--- config.mk ---
export PLATFORM = sky130hd
export DESIGN_NAME = clock_time_set_controller
export DESIGN_NICKNAME = d
export VERILOG_FILES = /design/src/rtl/ctsc_pkg.sv /design/src/rtl/ctsc_step.sv /design/src/rtl/clock_time_set_controller.sv
export SDC_FILE = /design/constraint.sdc
export NUM_CORES = 1
export LEC_CHECK = 0
export ABC_AREA = 1
export BUFFER_PORTS_ARGS = -buffer_cell sky130_fd_sc_hd__buf_2
export CELL_PAD_IN_SITES_DETAIL_PLACEMENT = 1
export CELL_PAD_IN_SITES_GLOBAL_PLACEMENT = 1
export CORE_ASPECT_RATIO = 0.9
export CORE_UTILIZATION = 46
export CTS_CLUSTER_SIZE = 12
export DETAILED_ROUTE_END_ITERATION = 6
export HOLD_SLACK_MARGIN = 0.03
export MAX_ROUTING_LAYER = met4
export PLACE_DENSITY = 0.95
export RECOVER_POWER = 100
export SYNTH_ARGS = -nofsm -noshare
export SYNTH_HDL_FRONTEND = slang
export SYNTH_SLANG_ARGS = --single-unit
export TNS_END_PERCENT = 1
--- constraint.sdc ---
create_clock -name clk -period 10.4 [get_ports clk]
set_input_delay 0 -clock clk [delete_from_list [all_inputs] [get_ports clk]]
set_output_delay 0 -clock clk [all_outputs]
set_load 0.02 [all_outputs]
--- src/rtl/ctsc_pkg.sv ---
// Shared types, key and field codes, step bounds and helpers for the clock time-set controller.
// No dependencies; used by ctsc_step and clock_time_set_controller.
`timescale 1ns / 1ps

package ctsc_pkg;

	localparam int unsigned ADDR_W = 4;
	localparam int unsigned DATA_W = 32;

	// Register indexes (byte address / 4)
	localparam logic [1:0] REG_BLINK_LIMIT = 2'd0;
	localparam logic [1:0] REG_YEAR_MIN    = 2'd1;
	localparam logic [1:0] REG_YEAR_MAX    = 2'd2;

	localparam logic [7:0]  BLINK_LIMIT_RST = 8'd50;
	localparam logic [11:0] YEAR_MIN_RST    = 12'd2000;
	localparam logic [11:0] YEAR_MAX_RST    = 12'd2099;

	// Key codes
	localparam logic [2:0] KEY_NONE = 3'd0;
	localparam logic [2:0] KEY_UP   = 3'd1;
	localparam logic [2:0] KEY_DN   = 3'd2;
	localparam logic [2:0] KEY_OK   = 3'd3;
	localparam logic [2:0] KEY_ESC  = 3'd4;

	// Field codes
	localparam logic [2:0] FLD_YEAR   = 3'd0;
	localparam logic [2:0] FLD_MONTH  = 3'd1;
	localparam logic [2:0] FLD_DAY    = 3'd2;
	localparam logic [2:0] FLD_HOUR   = 3'd3;
	localparam logic [2:0] FLD_MINUTE = 3'd4;
	localparam logic [2:0] FLD_SECOND = 3'd5;

	localparam logic [11:0] MONTH_MIN  = 12'd1;
	localparam logic [11:0] MONTH_MAX  = 12'd12;
	localparam logic [11:0] DAY_MIN    = 12'd1;
	localparam logic [11:0] DAY_MAX    = 12'd31;
	localparam logic [11:0] HOUR_MIN   = 12'd0;
	localparam logic [11:0] HOUR_MAX   = 12'd23;
	localparam logic [11:0] MINSEC_MIN = 12'd0;
	localparam logic [11:0] MINSEC_MAX = 12'd59;

	typedef struct packed {
		logic [11:0] year;
		logic [3:0]  month;
		logic [4:0]  day;
		logic [4:0]  hour;
		logic [5:0]  minute;
		logic [5:0]  second;
	} time_t;

	typedef struct packed {
		logic [7:0]  blink_limit;
		logic [11:0] year_min;
		logic [11:0] year_max;
	} cfg_t;

	typedef struct packed {
		logic       page_active;
		logic [2:0] kind;
		time_t      rtc;
	} tick_t;

	typedef struct packed {
		time_t      tf;
		logic [2:0] focus;
		logic       edit;
		logic       first;
		logic [7:0] count;
		logic       blink_on;
	} state_t;

	typedef struct packed {
		time_t      tf;
		logic [2:0] selected_field;
		logic       editing;
		logic       highlight_on;
		logic       redraw;
		logic       commit;
	} result_t;

	localparam state_t STATE_RST = '{
		tf:       '0,
		focus:    FLD_YEAR,
		edit:     1'b0,
		first:    1'b1,
		count:    8'd0,
		blink_on: 1'b1
	};

	function automatic logic [2:0] focus_next(input logic [2:0] f);
		return (f >= FLD_SECOND) ? FLD_YEAR : f + 3'd1;
	endfunction

	function automatic logic [2:0] focus_prev(input logic [2:0] f);
		return (f == FLD_YEAR || f > FLD_SECOND) ? FLD_SECOND : f - 3'd1;
	endfunction

	// Wrap at the bounds: at or past max goes to min, at or below min goes to max
	function automatic logic [11:0] step_val(input logic [11:0] v, input logic [11:0] mn,
		input logic [11:0] mx, input logic up);
		logic [11:0] r;
		if (up) begin
			r = (v >= mx) ? mn : v + 12'd1;
		end else begin
			r = (v <= mn) ? mx : v - 12'd1;
		end
		return r;
	endfunction

endpackage

--- src/rtl/ctsc_step.sv ---
// Next-state and result logic for one UI tick of the time-set controller.
// Depends on ctsc_pkg.
`timescale 1ns / 1ps

module ctsc_step (
	input  ctsc_pkg::state_t  st,
	input  ctsc_pkg::tick_t   tick,
	input  ctsc_pkg::cfg_t    cfg,
	output ctsc_pkg::state_t  nxt,
	output ctsc_pkg::result_t res
);

	logic        redraw;
	logic        changed;
	logic        commit;
	logic        do_step;
	logic        step_up;
	logic [11:0] cur_val;
	logic [11:0] mn;
	logic [11:0] mx;
	logic [11:0] stepped;

	always_comb begin
		nxt     = st;
		redraw  = 1'b0;
		changed = 1'b0;
		commit  = 1'b0;
		do_step = 1'b0;
		step_up = 1'b0;
		cur_val = '0;
		mn      = '0;
		mx      = '0;
		stepped = '0;

		if (tick.page_active) begin
			if (st.first) begin
				nxt.tf    = tick.rtc;
				nxt.focus = ctsc_pkg::FLD_YEAR;
				redraw    = 1'b1;
			end

			case (tick.kind)
				ctsc_pkg::KEY_UP: begin
					if (!st.edit) begin
						nxt.focus = ctsc_pkg::focus_next(nxt.focus);
					end else begin
						do_step = 1'b1;
						step_up = 1'b1;
					end
					changed = 1'b1;
				end
				ctsc_pkg::KEY_DN: begin
					if (!st.edit) begin
						nxt.focus = ctsc_pkg::focus_prev(nxt.focus);
					end else begin
						do_step = 1'b1;
					end
					changed = 1'b1;
				end
				ctsc_pkg::KEY_OK: begin
					// OK on the loading tick is swallowed
					if (!st.first) begin
						if (!st.edit) begin
							nxt.edit = 1'b1;
						end else begin
							nxt.edit  = 1'b0;
							nxt.focus = ctsc_pkg::focus_next(nxt.focus);
						end
					end
					changed = 1'b1;
				end
				ctsc_pkg::KEY_ESC: begin
					if (st.edit) begin
						nxt.edit = 1'b0;
						changed  = 1'b1;
					end else begin
						commit = 1'b1;
					end
				end
				default: ;
			endcase

			if (commit) begin
				// a commit beat never redraws, even on the loading tick
				redraw       = 1'b0;
				nxt.focus    = ctsc_pkg::FLD_YEAR;
				nxt.edit     = 1'b0;
				nxt.first    = 1'b1;
				nxt.blink_on = 1'b1;
				nxt.count    = 8'd0;
			end else begin
				if (nxt.edit) begin
					if (st.count < cfg.blink_limit) begin
						nxt.count = st.count + 8'd1;
					end else begin
						nxt.blink_on = ~st.blink_on;
						nxt.count    = 8'd0;
						redraw       = 1'b1;
					end
				end else begin
					nxt.blink_on = 1'b1;
				end

				unique case (nxt.focus)
					ctsc_pkg::FLD_YEAR: begin
						cur_val = nxt.tf.year;
						mn      = cfg.year_min;
						mx      = cfg.year_max;
					end
					ctsc_pkg::FLD_MONTH: begin
						cur_val = {8'd0, nxt.tf.month};
						mn      = ctsc_pkg::MONTH_MIN;
						mx      = ctsc_pkg::MONTH_MAX;
					end
					ctsc_pkg::FLD_DAY: begin
						cur_val = {7'd0, nxt.tf.day};
						mn      = ctsc_pkg::DAY_MIN;
						mx      = ctsc_pkg::DAY_MAX;
					end
					ctsc_pkg::FLD_HOUR: begin
						cur_val = {7'd0, nxt.tf.hour};
						mn      = ctsc_pkg::HOUR_MIN;
						mx      = ctsc_pkg::HOUR_MAX;
					end
					ctsc_pkg::FLD_MINUTE: begin
						cur_val = {6'd0, nxt.tf.minute};
						mn      = ctsc_pkg::MINSEC_MIN;
						mx      = ctsc_pkg::MINSEC_MAX;
					end
					ctsc_pkg::FLD_SECOND: begin
						cur_val = {6'd0, nxt.tf.second};
						mn      = ctsc_pkg::MINSEC_MIN;
						mx      = ctsc_pkg::MINSEC_MAX;
					end
					default: ;
				endcase

				stepped = ctsc_pkg::step_val(cur_val, mn, mx, step_up);

				if (do_step) begin
					unique case (nxt.focus)
						ctsc_pkg::FLD_YEAR:   nxt.tf.year   = stepped;
						ctsc_pkg::FLD_MONTH:  nxt.tf.month  = stepped[3:0];
						ctsc_pkg::FLD_DAY:    nxt.tf.day    = stepped[4:0];
						ctsc_pkg::FLD_HOUR:   nxt.tf.hour   = stepped[4:0];
						ctsc_pkg::FLD_MINUTE: nxt.tf.minute = stepped[5:0];
						ctsc_pkg::FLD_SECOND: nxt.tf.second = stepped[5:0];
						default: ;
					endcase
					redraw = 1'b1;
				end

				if (changed) begin
					redraw = 1'b1;
				end
				nxt.first = 1'b0;
			end
		end
	end

	always_comb begin
		res.tf             = nxt.tf;
		res.selected_field = nxt.focus;
		res.editing        = nxt.edit;
		res.highlight_on   = ~nxt.edit | nxt.blink_on;
		res.redraw         = redraw;
		res.commit         = commit;
	end

endmodule

--- src/rtl/clock_time_set_controller.sv ---
// Top level of the clock time-set controller: tick input register, state, result register, APB.
// Depends on ctsc_pkg and ctsc_step.
// A tick is held in the tick stage; its result enters the result register once that is free.
// Throughput: one tick per cycle while out_ready is high; one pass over the state registers.
// Reset: arst_n clears both stages, the state (fields zero, focus year, load pending,
// blink on) and the registers to blink_limit 50, year_min 2000, year_max 2099.
`timescale 1ns / 1ps

module clock_time_set_controller (
	input  logic                          clk,
	input  logic                          arst_n,

	input  logic                          psel,
	input  logic                          penable,
	input  logic                          pwrite,
	input  logic [ctsc_pkg::ADDR_W-1:0]   paddr,
	input  logic [ctsc_pkg::DATA_W-1:0]   pwdata,
	output logic [ctsc_pkg::DATA_W-1:0]   prdata,
	output logic                          pready,

	input  logic                          in_valid,
	output logic                          in_ready,
	input  logic                          page_active,
	input  logic [2:0]                    kind,
	input  logic [11:0]                   rtc_year,
	input  logic [3:0]                    rtc_month,
	input  logic [4:0]                    rtc_day,
	input  logic [4:0]                    rtc_hour,
	input  logic [5:0]                    rtc_minute,
	input  logic [5:0]                    rtc_second,

	output logic                          out_valid,
	input  logic                          out_ready,
	output logic [11:0]                   year,
	output logic [3:0]                    month,
	output logic [4:0]                    day,
	output logic [4:0]                    hour,
	output logic [5:0]                    minute,
	output logic [5:0]                    second,
	output logic [2:0]                    selected_field,
	output logic                          editing,
	output logic                          highlight_on,
	output logic                          redraw,
	output logic                          commit
);

	ctsc_pkg::cfg_t    cfg_q;
	ctsc_pkg::state_t  st_q;
	ctsc_pkg::state_t  st_nxt;
	ctsc_pkg::tick_t   tick_s1;
	ctsc_pkg::result_t res_nxt;
	ctsc_pkg::result_t res_q;
	logic              valid_s1;
	logic              out_valid_q;
	logic              adv;
	logic              cfg_wr;
	logic [1:0]        reg_idx;

	// Configuration port
	assign pready  = 1'b1;
	assign cfg_wr  = psel & penable & pwrite & pready;
	assign reg_idx = paddr[3:2];

	always_ff @(posedge clk or negedge arst_n) begin
		if (!arst_n) begin
			cfg_q.blink_limit <= ctsc_pkg::BLINK_LIMIT_RST;
			cfg_q.year_min    <= ctsc_pkg::YEAR_MIN_RST;
			cfg_q.year_max    <= ctsc_pkg::YEAR_MAX_RST;
		end else if (cfg_wr) begin
			unique case (reg_idx)
				ctsc_pkg::REG_BLINK_LIMIT: cfg_q.blink_limit <= pwdata[7:0];
				ctsc_pkg::REG_YEAR_MIN:    cfg_q.year_min    <= pwdata[11:0];
				ctsc_pkg::REG_YEAR_MAX:    cfg_q.year_max    <= pwdata[11:0];
				default: ;
			endcase
		end
	end

	always_comb begin
		unique case (reg_idx)
			ctsc_pkg::REG_BLINK_LIMIT: prdata = {24'd0, cfg_q.blink_limit};
			ctsc_pkg::REG_YEAR_MIN:    prdata = {20'd0, cfg_q.year_min};
			ctsc_pkg::REG_YEAR_MAX:    prdata = {20'd0, cfg_q.year_max};
			default:                   prdata = '0;
		endcase
	end

	// Pipeline handshake: the tick stage moves on whenever the result register is free
	assign adv      = valid_s1 & (~out_valid_q | out_ready);
	assign in_ready = ~valid_s1 | adv;

	always_ff @(posedge clk or negedge arst_n) begin
		if (!arst_n) begin
			valid_s1 <= 1'b0;
		end else if (in_ready) begin
			valid_s1 <= in_valid;
		end
	end

	always_ff @(posedge clk) begin
		if (in_valid && in_ready) begin
			tick_s1.page_active <= page_active;
			tick_s1.kind        <= kind;
			tick_s1.rtc.year    <= rtc_year;
			tick_s1.rtc.month   <= rtc_month;
			tick_s1.rtc.day     <= rtc_day;
			tick_s1.rtc.hour    <= rtc_hour;
			tick_s1.rtc.minute  <= rtc_minute;
			tick_s1.rtc.second  <= rtc_second;
		end
	end

	ctsc_step u_step (
		.st   (st_q),
		.tick (tick_s1),
		.cfg  (cfg_q),
		.nxt  (st_nxt),
		.res  (res_nxt)
	);

	always_ff @(posedge clk or negedge arst_n) begin
		if (!arst_n) begin
			st_q <= ctsc_pkg::STATE_RST;
		end else if (adv) begin
			st_q <= st_nxt;
		end
	end

	always_ff @(posedge clk or negedge arst_n) begin
		if (!arst_n) begin
			out_valid_q <= 1'b0;
		end else if (adv) begin
			out_valid_q <= 1'b1;
		end else if (out_ready) begin
			out_valid_q <= 1'b0;
		end
	end

	// Hold the result beat until taken
	always_ff @(posedge clk) begin
		if (adv) begin
			res_q <= res_nxt;
		end
	end

	assign out_valid      = out_valid_q;
	assign year           = res_q.tf.year;
	assign month          = res_q.tf.month;
	assign day            = res_q.tf.day;
	assign hour           = res_q.tf.hour;
	assign minute         = res_q.tf.minute;
	assign second         = res_q.tf.second;
	assign selected_field = res_q.selected_field;
	assign editing        = res_q.editing;
	assign highlight_on   = res_q.highlight_on;
	assign redraw         = res_q.redraw;
	assign commit         = res_q.commit;

	a_commit_shape: assert property (@(posedge clk) disable iff (!arst_n)
		out_valid_q && res_q.commit |->
			!res_q.editing && !res_q.redraw && res_q.selected_field == ctsc_pkg::FLD_YEAR)
		else $error("commit beat with edit state or redraw");

	a_commit_rearms_load: assert property (@(posedge clk) disable iff (!arst_n)
		adv && res_nxt.commit |=> st_q.first && !st_q.edit)
		else $error("commit did not re-arm the clock load");

	a_focus_range: assert property (@(posedge clk) disable iff (!arst_n)
		st_q.focus <= ctsc_pkg::FLD_SECOND)
		else $error("field focus out of range");

	a_select_highlight: assert property (@(posedge clk) disable iff (!arst_n)
		out_valid_q && !res_q.editing |-> res_q.highlight_on)
		else $error("highlight off in select mode");

	a_state_held: assert property (@(posedge clk) disable iff (!arst_n)
		!adv |=> st_q == $past(st_q))
		else $error("state changed without a tick beat");

endmodule

After elaboration in Yosys (flattened, before gate mapping)
Index checks and enable logic that the tools add are counted.

storage, ports and cells
  memory bits (writable) = 0
  latch bits = 0
  memory bits (read-only) = 0
  register bits after elaboration = 173
  memories = 0

operators by class
  div/mod/pow operators = 0
  multipliers = 0
  bitwise logic cells = 11
  order comparisons = 5
  reductions and logical operators = 17
  multiplexer cells = 57
  equality and inequality tests = 11
  add/sub/neg operators = 5
  shift operators = 0

operators with widths
  kind                   number
  $mux 12                10
  $mux 41                2
  $mux 38                2
  $pmux 12 s6            1
  $pmux 12 s5            1
  $mux 52                1
  $pmux 12 s3            1
  $pmux 12 s2            1
  $mux 1                 19
  $mux 3                 6
  $mux 8                 2
  $add 12x1->12 const B  1
  $eq 3x2->1 const B     4
  $ge 12x12->1           1
  $le 12x12->1           1
  $mux 4                 3
  $mux 6                 2
  $sub 12x1->12 const B  1
  $mux 10                1
  $mux 5                 2
  $eq 3x3->1 const B     3
  $pmux 3 s3             1
  $add 8x1->8 const B    1
  $lt 8x8->1             1
  other kinds (20)       38

Longest topological paths before layout
Gate-level depths: netlist of the first run.

  depth after elaboration = 22
  mapped depth = 35
  gate-level depth less buffers = 34

Modules after synthesis
Synthesis of the first run repeated with hierarchy kept, for this count alone.

unflattened totals
  cell total of the unflattened synthesis = 1406
  area total of the unflattened synthesis = 11071.9 um2

modules (own cells, without submodules)
  module                     instances  cells each  area each (um2)
  clock_time_set_controller  1          535         6314.8
  ctsc_step                  1          871         4757.1

Worst setup path after synthesis of the first run
Ideal clock, no wire load.

  path kind = reg-to-reg
  from = register st_q[9] (netlist bit)
  to = register res_q (netlist bit year[5]), data pin
  library setup time = 253 ps
  data required time = 10147 ps
  stages on the path, launching flop included = 29
  arrival time = 4035 ps
  clock period less this slack = 4288 ps
  buffers on the path = 2
  slack = 6112 ps
  cells stage by stage = dfstp_2 -> inv_2 -> nand2_2 -> ha_1 -> inv_1 -> nand3_1 -> nand2_1 -> nand2_1 -> nand2_1 -> nand2_1 -> nand3_2 -> nor2_4 -> nand2_2 -> nor2_4 -> buf_2 -> buf_2 -> nand2_1 -> ha_1 -> nand4_1 -> nor3_1 -> inv_1 -> o22ai_1 -> clkinv_1 -> o21ai_0 -> inv_1 -> nand2_1 -> nand3_1 -> nand2_1 -> nand2_1

RTL lines
  item                    line                              RTL
  start, declared         clock_time_set_controller.sv:48   ctsc_pkg::state_t st_q;
  start signal, assigned  clock_time_set_controller.sv:123  st_q <= ctsc_pkg::STATE_RST;
  start signal, assigned  clock_time_set_controller.sv:125  st_q <= st_nxt;
  end signal, assigned    clock_time_set_controller.sv:142  res_q <= res_nxt;
  end, declared           clock_time_set_controller.sv:52   ctsc_pkg::result_t res_q;

==> results of run 1 <==
==> metrics by stage <==
step           hold WS (ns)  area, µm²
3_3_place_gp       0.003264      11100
5_1_grt              0.2647      12160
2_1_floorplan       -0.2956      10440
3_5_place_dp        0.01611      11100
4_1_cts             0.08269      12290
6_report             0.2509      12160
==> power groups by stage <==
stage / Combinational (W) / Sequential (W) / Clock (W)
2_1_floorplan: 0.00152 / 0.00109 / 0
3_3_place_gp: 0.00207 / 0.00105 / 0
3_5_place_dp: 0.00217 / 0.00107 / 0
4_1_cts: 0.00226 / 0.00106 / 0.000673
5_1_grt: 0.00249 / 0.00109 / 0.000695
6_report: 0.00230 / 0.00108 / 0.000677
==> layout make-up <==
type / instances / share of cell area (%)
clock inverter: 14 / 1.328
timing repair buffer: 190 / 9.542
sequential: 173 / 39.36
inverter: 148 / 4.570
tap: 291 / 2.995
multi-input combinational: 894 / 38.59
clock buffer: 18 / 3.613
==> synth_stat cells, drive strengths merged <==
library cell	number	share of area [%]
or2	27	1.6
dfstp	16	4.1
a21oi	84	4.1
clkbuf	35	1.3
buf	35	2.4
nor3	9	0.48
o21bai	2	0.14
o211ai	4	0.29
nor2	65	3.1
o21ai	122	6.1
ha	36	4.3
inv	144	5.2
conb	2	0.072
o22ai	25	1.5
xnor2	2	0.17
nand4	23	1.6
a32o	5	0.48
nand3b	6	0.43
clkinv	4	0.14
edfxtp	87	25
nand3	107	5.4
a21boi	1	0.072
a221oi	1	0.084
mux2i	8	0.77
nand2	324	12
a22o	9	0.76
o21a	1	0.072
dfrtp	70	17
a211oi	2	0.14
o221ai	1	0.084
xor2	8	0.68
and3	1	0.060
==> state kept, by name, summed over array words and instances (netlist names) <==
name and cells:
st_q 52, tick_s1 42, cfg_q 32, year 12
minute 6, second 6, day 5, hour 5
month 4, selected_field 3, commit 1, editing 1
highlight_on 1, out_valid 1, redraw 1, valid_s1 1
==> per-layer routing <==
| layer | wire [µm] | vias to the layer above | global-route usage [%] | share of wire (%) |
|---|---|---|---|---|
| li1 | - | 4528 | - | - |
| met1 | 14380 | 4899 | 37.43 | 39 |
| met2 | 18100 | 513 | 56.20 | 50 |
| met3 | 2314 | 147 | 5.564 | 6.3 |
| met4 | 1747 | 0 | 16.94 | 4.8 |
| met5 | 0 | - | - | 0 |
==> worst max path at each step <==
| stage | start | cells after the start | slack [ns] | endpoint |
|---|---|---|---|---|
| floorplan | st_q[9]$_DFFE_PN1P_ | 28 | 6.11 | year[5]$_DFFE_PP_ |
| global placement | st_q[9]$_DFFE_PN1P_ | 28 | 4.44 | year[5]$_DFFE_PP_ |
| detailed placement | st_q[9]$_DFFE_PN1P_ | 29 | 4.18 | second[0]$_DFFE_PP_ |
| CTS | st_q[9]$_DFFE_PN1P_ | 29 | 4.06 | second[0]$_DFFE_PP_ |
| global route | st_q[9]$_DFFE_PN1P_ | 30 | 1.82 | second[0]$_DFFE_PP_ |
| finish | st_q[9]$_DFFE_PN1P_ | 29 | 2.19 | day[4]$_DFFE_PP_ |
==> worst register-to-register path, delay by kind of cell (launching register included) <==
kind / cells / cell delay, ns
AO/OA/AOI/OAI: 7 / 1.54
buffers and inverters: 4 / 1.74
AND/OR/NAND/NOR: 17 / 3.83
adder cells (fa/ha/maj): 1 / 0.31
flip-flops: 1 / 0.53
==> placed cells by master, fill, tap and decap left out, types with 9 or more instances in the layout <==
cell type	Yosys	routed
nand2_1	310	310
inv_1	125	124
o21ai_0	105	110
nand3_1	103	103
edfxtp_1	87	87
a21oi_1	83	83
clkbuf_1	35	75
dfrtp_1	70	70
dlygate4sd3_1	0	59
buf_2	6	53
nor2_1	48	48
ha_1	36	36
or2_2	27	27
o22ai_1	25	25
nand4_1	21	23
conb_1	2	21
inv_2	19	19
clkbuf_16	0	17
dfstp_2	16	15
nor2_2	11	11
nand2_2	10	10
a22o_1	9	9
==> logic make-up (layout without fill, tap and decap cells) <==
kind of cell               count (synthesis)  in the layout
AOI/OAI and AO/OA                        257            257
xor gates and xnor gates                  10             10
adders and majority gates                 36             36
buffers and inverters                    218            370
DFF                                      173            173
muxes                                      8              8
other                                      2             21
and+or+nand+nor                          562            562
==> results.md, run 1 <==
- Psw: 0.002094 W
- R2R Path Start: st_q[9]$_DFFE_PN1P_
- Register bit total from synthesis: 173
- Max Clock Freq: 0.1219 GHz
- Final setup violation count: 0
- Multi-input logic area: 4691 µm²
- Place WS: 4.180 ns
- Leak: 5.391 nW
- Reg power frac: 26.5%
- Status: complete, but fails checks
- FILL cells: 2681
- Crit path capture type: flop
- Worst Max-Slew Pin Slew: 3.890 ns
- Synthesized area per cell: 8.189 µm²
- Initial Utilization: 47.37%
- Placed cells: 1637
- Layout cells sized above 1: 13.22%
- Clock Skew: 0.02247 ns
- Gates resized, CTS repair: 0
- Final setup margin: 2.194 ns
- Largest net degree at the start of global routing: 72
- Final cell count without fillers: 1728
- DR vias: 10087
- Failing checks: max-capacitance violations, max-slew violations
- Diodes inserted: 0
- Die ar.: 23140 µm²
- Buf/Inv on CP: 4
- Post-Synth Simple-Gate Area: 24.96%
- Final Net Count: 1545
- Cell-internal power: 0.001963 W
- Routed WL per cell: 21.14 µm
- Final period util: 78.91%
- Pwr Density: 333.7 nW/µm²
- Critical Path Fanout Max: 37
- H-tree depth: 4
- Area grow syn2layout: 17.25%
- GRT Residual Overflow: 0
- XOR/XNOR Fraction of Synth Area: 0.8448%
- # Max-Cap Violations: 6
- HP Class: in2reg
- Reg area: 4785 µm²
- Slowest stage delay, CP: 1.49 ns
- Setup TNS: 0 ns
- Wirelength, routed: 36.53 mm
- RePlAce Congestion: 0.9077
- Initial antenna violation count: 0
- Clock buffer count from CTS: 17
- Slew margin rel.: -159.3%
- Power, Total: 0.004057 W
- Gate power share: 56.8%
- Min-Delay Endpoint: tick_s1[4]$_DFFE_PP_
- Number of remaining DRC errors: 0
- Antenna viol nets, final: 0
- Fin. max-slew vios: 309
- Post-DP HPWL: 23.14 mm
- Maximum resistive drop on vdd: 0.1494 mV
- Startpoint Class: flop
- First-pass GRT wire length: 56.60 mm
- # rows: 51
- All-Layer GR Usage: 32.86%
- R2r endpoint: day[4]$_DFFE_PP_
- Drt via density: 5.837
- Adder-Cell Fraction of Synth Area: 4.345%
- Critical-path cell with the highest stage delay: clkbuf_1
- Clk_lat worst skew: 0.46 ns
- Post-layout util: 55.54%
- Hold Path Cell Cnt: 2
- Gate Count Post-Synth: 1266
- Reg2reg path depth: 29
- Clock tree from TritonCTS: built
- Worst Path Required: 10.59 ns
- Clock root buffer: clkbuf_16
- DRT iter0 DRCs: 907
- Clock Tree Buf Depth: 2
- Mux cell area share after synthesis: 0.7724%
- Worst path arrival time: 8.39 ns
- Seq/Total Area, Yosys: 46.15%
- Post-Syn Area: 10370 µm²
- Cell variety after synth: 48
- Post-CTS setup buffer count: 0
- Die width: 160.2 µm
- Min-Delay Startpoint: rtc_second[4]
- Hold_buf cts: 59
- Synth Area in Compound Gates: 13.81%
- Core area: 21890 µm²
- Top Family by Delay on Critical Path: simple AND/OR/NAND/NOR gates
- Die Ht: 144.4 µm
- Combinational family with the most area after synthesis: simple AND/OR/NAND/NOR gates
- Reg-to-reg slack, setup: 2.19 ns
- Vias in the first global route: 10440
- Sink Count: 173
- Final Hold Violating Endpoints: 0
- Kind of critical path: reg2reg
- Syn. warnings: 0
- Ports: 165
- Most used cell, CP: nand2_1
- Switching portion of total power: 51.62%
- Pre-antenna DRT Iters: 6
- Fin crit period: 8.206 ns
- Clk pwr share: 16.7%
- Clk slew on worst S/H paths: 0.08 ns
- Port bufs: 121
- RSZ-0062 raised after global routing: false
(Power assumes the default switching activity.)
==> run 2: changes to the inputs <==
Settings changed: ABC_AREA 1 to 0, CORE_UTILIZATION 46 to 45, PLACE_DENSITY 0.95 to 0.93.
Clock period 10.4 ns to 8.2 ns, I/O delays scaled along.
==> run 2 against run 1 <==
Effect of this change:
- synthesized cell count down 13%
- highest routed layer unchanged
- hold slack better by 0.0013 ns
- clock power grew 29%
- cell area is 3.1% higher
- area after synthesis is 3.4% higher
- count of clock-buffer cells in the layout is 1 lower
- via count increased by 2.6%
- sequential share of layout area decreased by 1.2 points
- the run still ends with max-capacitance violations, max-slew violations left
- largest power group unchanged
- largest cell class is now multi-input gates
- final cell count down 9.1%
==> results.md, run 2 <==
- Initial antenna violation count: 0
- Post-CTS setup buffer count: 0
- Startpoint Class: flop
- Sink Count: 173
- Worst Path Required: 8.53 ns
- RSZ-0062 raised after global routing: false
- Failing checks: max-capacitance violations, max-slew violations
- Die width: 164.7 µm
- Die Ht: 148.4 µm
- Clk_lat worst skew: 0.45 ns
- All-Layer GR Usage: 33.72%
- Routed WL per cell: 25.04 µm
- Kind of critical path: reg2reg
- Gate Count Post-Synth: 1105
- R2r endpoint: st_q[21]$_DFFE_PN0P_
- Crit path capture type: flop
- Reg2reg path depth: 19
- Register bit total from synthesis: 173
- Setup TNS: 0 ns
- Psw: 0.002298 W
- DRT iter0 DRCs: 1088
- Antenna viol nets, final: 0
- Worst path arrival time: 7.93 ns
- Reg-to-reg slack, setup: 0.60 ns
- Number of remaining DRC errors: 0
- Most flops, register: st_q
- Count leader, synth: nand2_1
- Post-layout util: 53.68%
- Initial Utilization: 45.90%
- Fin crit period: 7.598 ns
- Final setup violation count: 0
- Top cells by area, synth: edfxtp_1 (24%), dfrtp_1 (16%), ha_1 (4.2%)
- Pwr Density: 372.0 nW/µm²
- HP Class: in2reg
- Post-DP HPWL: 24.48 mm
- Final period util: 92.66%
- RePlAce Congestion: 0.9498
- DR vias: 10345
- Switching portion of total power: 49.30%
- Placed cells: 1479
- Async set-or-reset flop fraction in the synthesized netlist: 49.71%
- Status: complete, but fails checks
- First-pass GRT wire length: 60.80 mm
- Fin. max-slew vios: 287
- Reg power frac: 28.7%
- Clk slew on worst S/H paths: 0.08 ns
- Clk pwr share: 18.8%
- Leak: 4.801 nW
- Ports: 165
- Cell variety after synth: 98
- Final Instance Area: 12530 µm²
- Most frequent cells in the layout: nand2_1 (116), nor2_1 (97), edfxtp_1 (87)
- DP Area: 11460 µm²
- # rows: 53
- Synthesized area per cell: 9.697 µm²
- Clock Tree Buf Depth: 2
- Top FF cell, synth: edfxtp_1
- Top cell type's share of synthesized area: 24.38%
- Worst Max-Slew Pin Slew: 3.225 ns
- Clock tree from TritonCTS: built
- Layout cells sized above 1: 14.84%
- Biggest regs: st_q (52), tick_s1 (42), cfg_q (32)
- Min-Delay Startpoint: rtc_year[5]
- Die ar.: 24430 µm²
- Maximum resistive drop on vdd: 0.1771 mV
- Drt via density: 6.589
- Final Hold Violating Endpoints: 0
- Max Clock Freq: 0.1316 GHz
- Post-synth EDFFs: 87
- Largest net degree at the start of global routing: 52
- Pre-antenna DRT Iters: 5
- Final cell count without fillers: 1570
- Hold Path Cell Cnt: 2
- Max FFs per register: 52
- Gates resized, CTS repair: 0
- Seq/Total Area, Yosys: 44.65%
- Clock Skew: 0.01784 ns
- Synth top cells by count: nand2_1 (116), nor2_1 (97), edfxtp_1 (87)
- # Max-Cap Violations: 7
- Wirelength, routed: 39.32 mm
- Commonest non-fill, non-tap cell in the layout: nand2_1
- Critical Path Fanout Max: 51
- Core area: 23340 µm²
- R2R Path Start: st_q[9]$_DFFE_PN1P_
- Final Net Count: 1375
- Port bufs: 121
- Area grow syn2layout: 16.93%
- Cell-internal power: 0.002363 W
- Syn. warnings: 0
- Clock buffer count from CTS: 17
- H-tree depth: 4
- Dominant cell type by area after synthesis: edfxtp_1
- Vias in the first global route: 10802
- Clock root buffer: clkbuf_16
- GRT Residual Overflow: 0
- Min-Delay Endpoint: tick_s1[31]$_DFFE_PP_
- Gate power share: 52.5%
- Post-Syn Area: 10720 µm²
- Slew margin rel.: -115.1%
-- run 2: final cells by class --
| class | instances | area (µm²) |
|---|---|---|
| Timing Repair Buffer | 197 | 1212 |
| Sequential cell | 173 | 4785 |
| Clock inverter | 15 | 190.2 |
| Fill cell | 2688 | 10810 |
| Clock buffer | 17 | 425.4 |
| Multi-Input combinational cell | 831 | 5409 |
| Antenna cell | 1 | 2.502 |
| Inverter | 34 | 127.6 |
| Tap cell | 302 | 377.9 |
-- run 2: critical path: stages, from the launching register on --
cell and delay [ns]:
dfstp_2 0.84, buf_4 0.66, and4bb_4 0.31, and2_0 0.21, o21a_1 0.32, nor3_4 0.83, nand2_1 0.33, nor2_1 0.18
buf_4 0.31, nand2_1 0.14, ha_1 0.30, o21ai_0 0.13, a2111oi_0 0.50, nor3_1 0.18, o31ai_2 0.27, buf_4 0.27
nand3_1 0.10, a31oi_1 0.90, o22ai_1 0.36, a21oi_1 0.31
-- run 2: cells by family (layout without fill, tap and decap cells) --
kind of cell | count (synthesis) | after routing | share of synthesized area, %
simple gates | 353 | 353 | 16.06
compound gates | 343 | 343 | 21.80
flops | 173 | 173 | 44.65
buf+inv | 120 | 263 | 5.570
mux | 73 | 73 | 7.240
fa+ha+maj | 36 | 36 | 4.204
xor+xnor | 5 | 5 | 0.4088
other cells | 2 | 22 | 0.07009
-- run 2: worst max-delay path by stage --
stage | start | to | depth (start not counted)
3_5_place_dp | st_q[9]$_DFFE_PN1P_ | minute[1]$_DFFE_PP_ | 18
3_3_place_gp | st_q[9]$_DFFE_PN1P_ | day[1]$_DFFE_PP_ | 20
4_1_cts | st_q[9]$_DFFE_PN1P_ | minute[1]$_DFFE_PP_ | 18
6_report | st_q[9]$_DFFE_PN1P_ | st_q[21]$_DFFE_PN0P_ | 19
2_1_floorplan | st_q[9]$_DFFE_PN1P_ | second[5]$_DFFE_PP_ | 25
5_1_grt | st_q[9]$_DFFE_PN1P_ | minute[1]$_DFFE_PP_ | 19
-- run 2: repair_timing --
action,CTS,global route
endpoints found under the setup margin,0,0
hold buffers,58,0
hold endpoints to repair,116,0
-- run 2: per-stage QoR --
step,power (W),worst slack (ns),hold slack [ns]
3_5_place_dp,0.003615,1.025,0.05579
6_report,0.004661,0.6020,0.2521
5_1_grt,0.004850,0.2858,0.2637
4_1_cts,0.004528,1.045,0.1379
3_3_place_gp,0.003503,1.255,0.05444
2_1_floorplan,0.002869,2.847,-0.2956
-- run 2: power by group through the flow --
stage | combinational, W | clock, W | sequential [W]
2_1_floorplan | 0.00155 | 0 | 0.00132
3_3_place_gp | 0.00219 | 0 | 0.00131
3_5_place_dp | 0.00229 | 0 | 0.00133
4_1_cts | 0.00234 | 0.000866 | 0.00132
5_1_grt | 0.00260 | 0.000898 | 0.00136
6_report | 0.00245 | 0.000876 | 0.00134
-- run 2: per-layer routing --
metal / track usage [%] / share of wire, % / wire (µm)
met3: 6.721 / 7.7 / 3014
met5: - / 0 / 0
met4: 17.43 / 4.7 / 1857
met1: 38.94 / 38 / 14840
met2: 55.46 / 50 / 19610
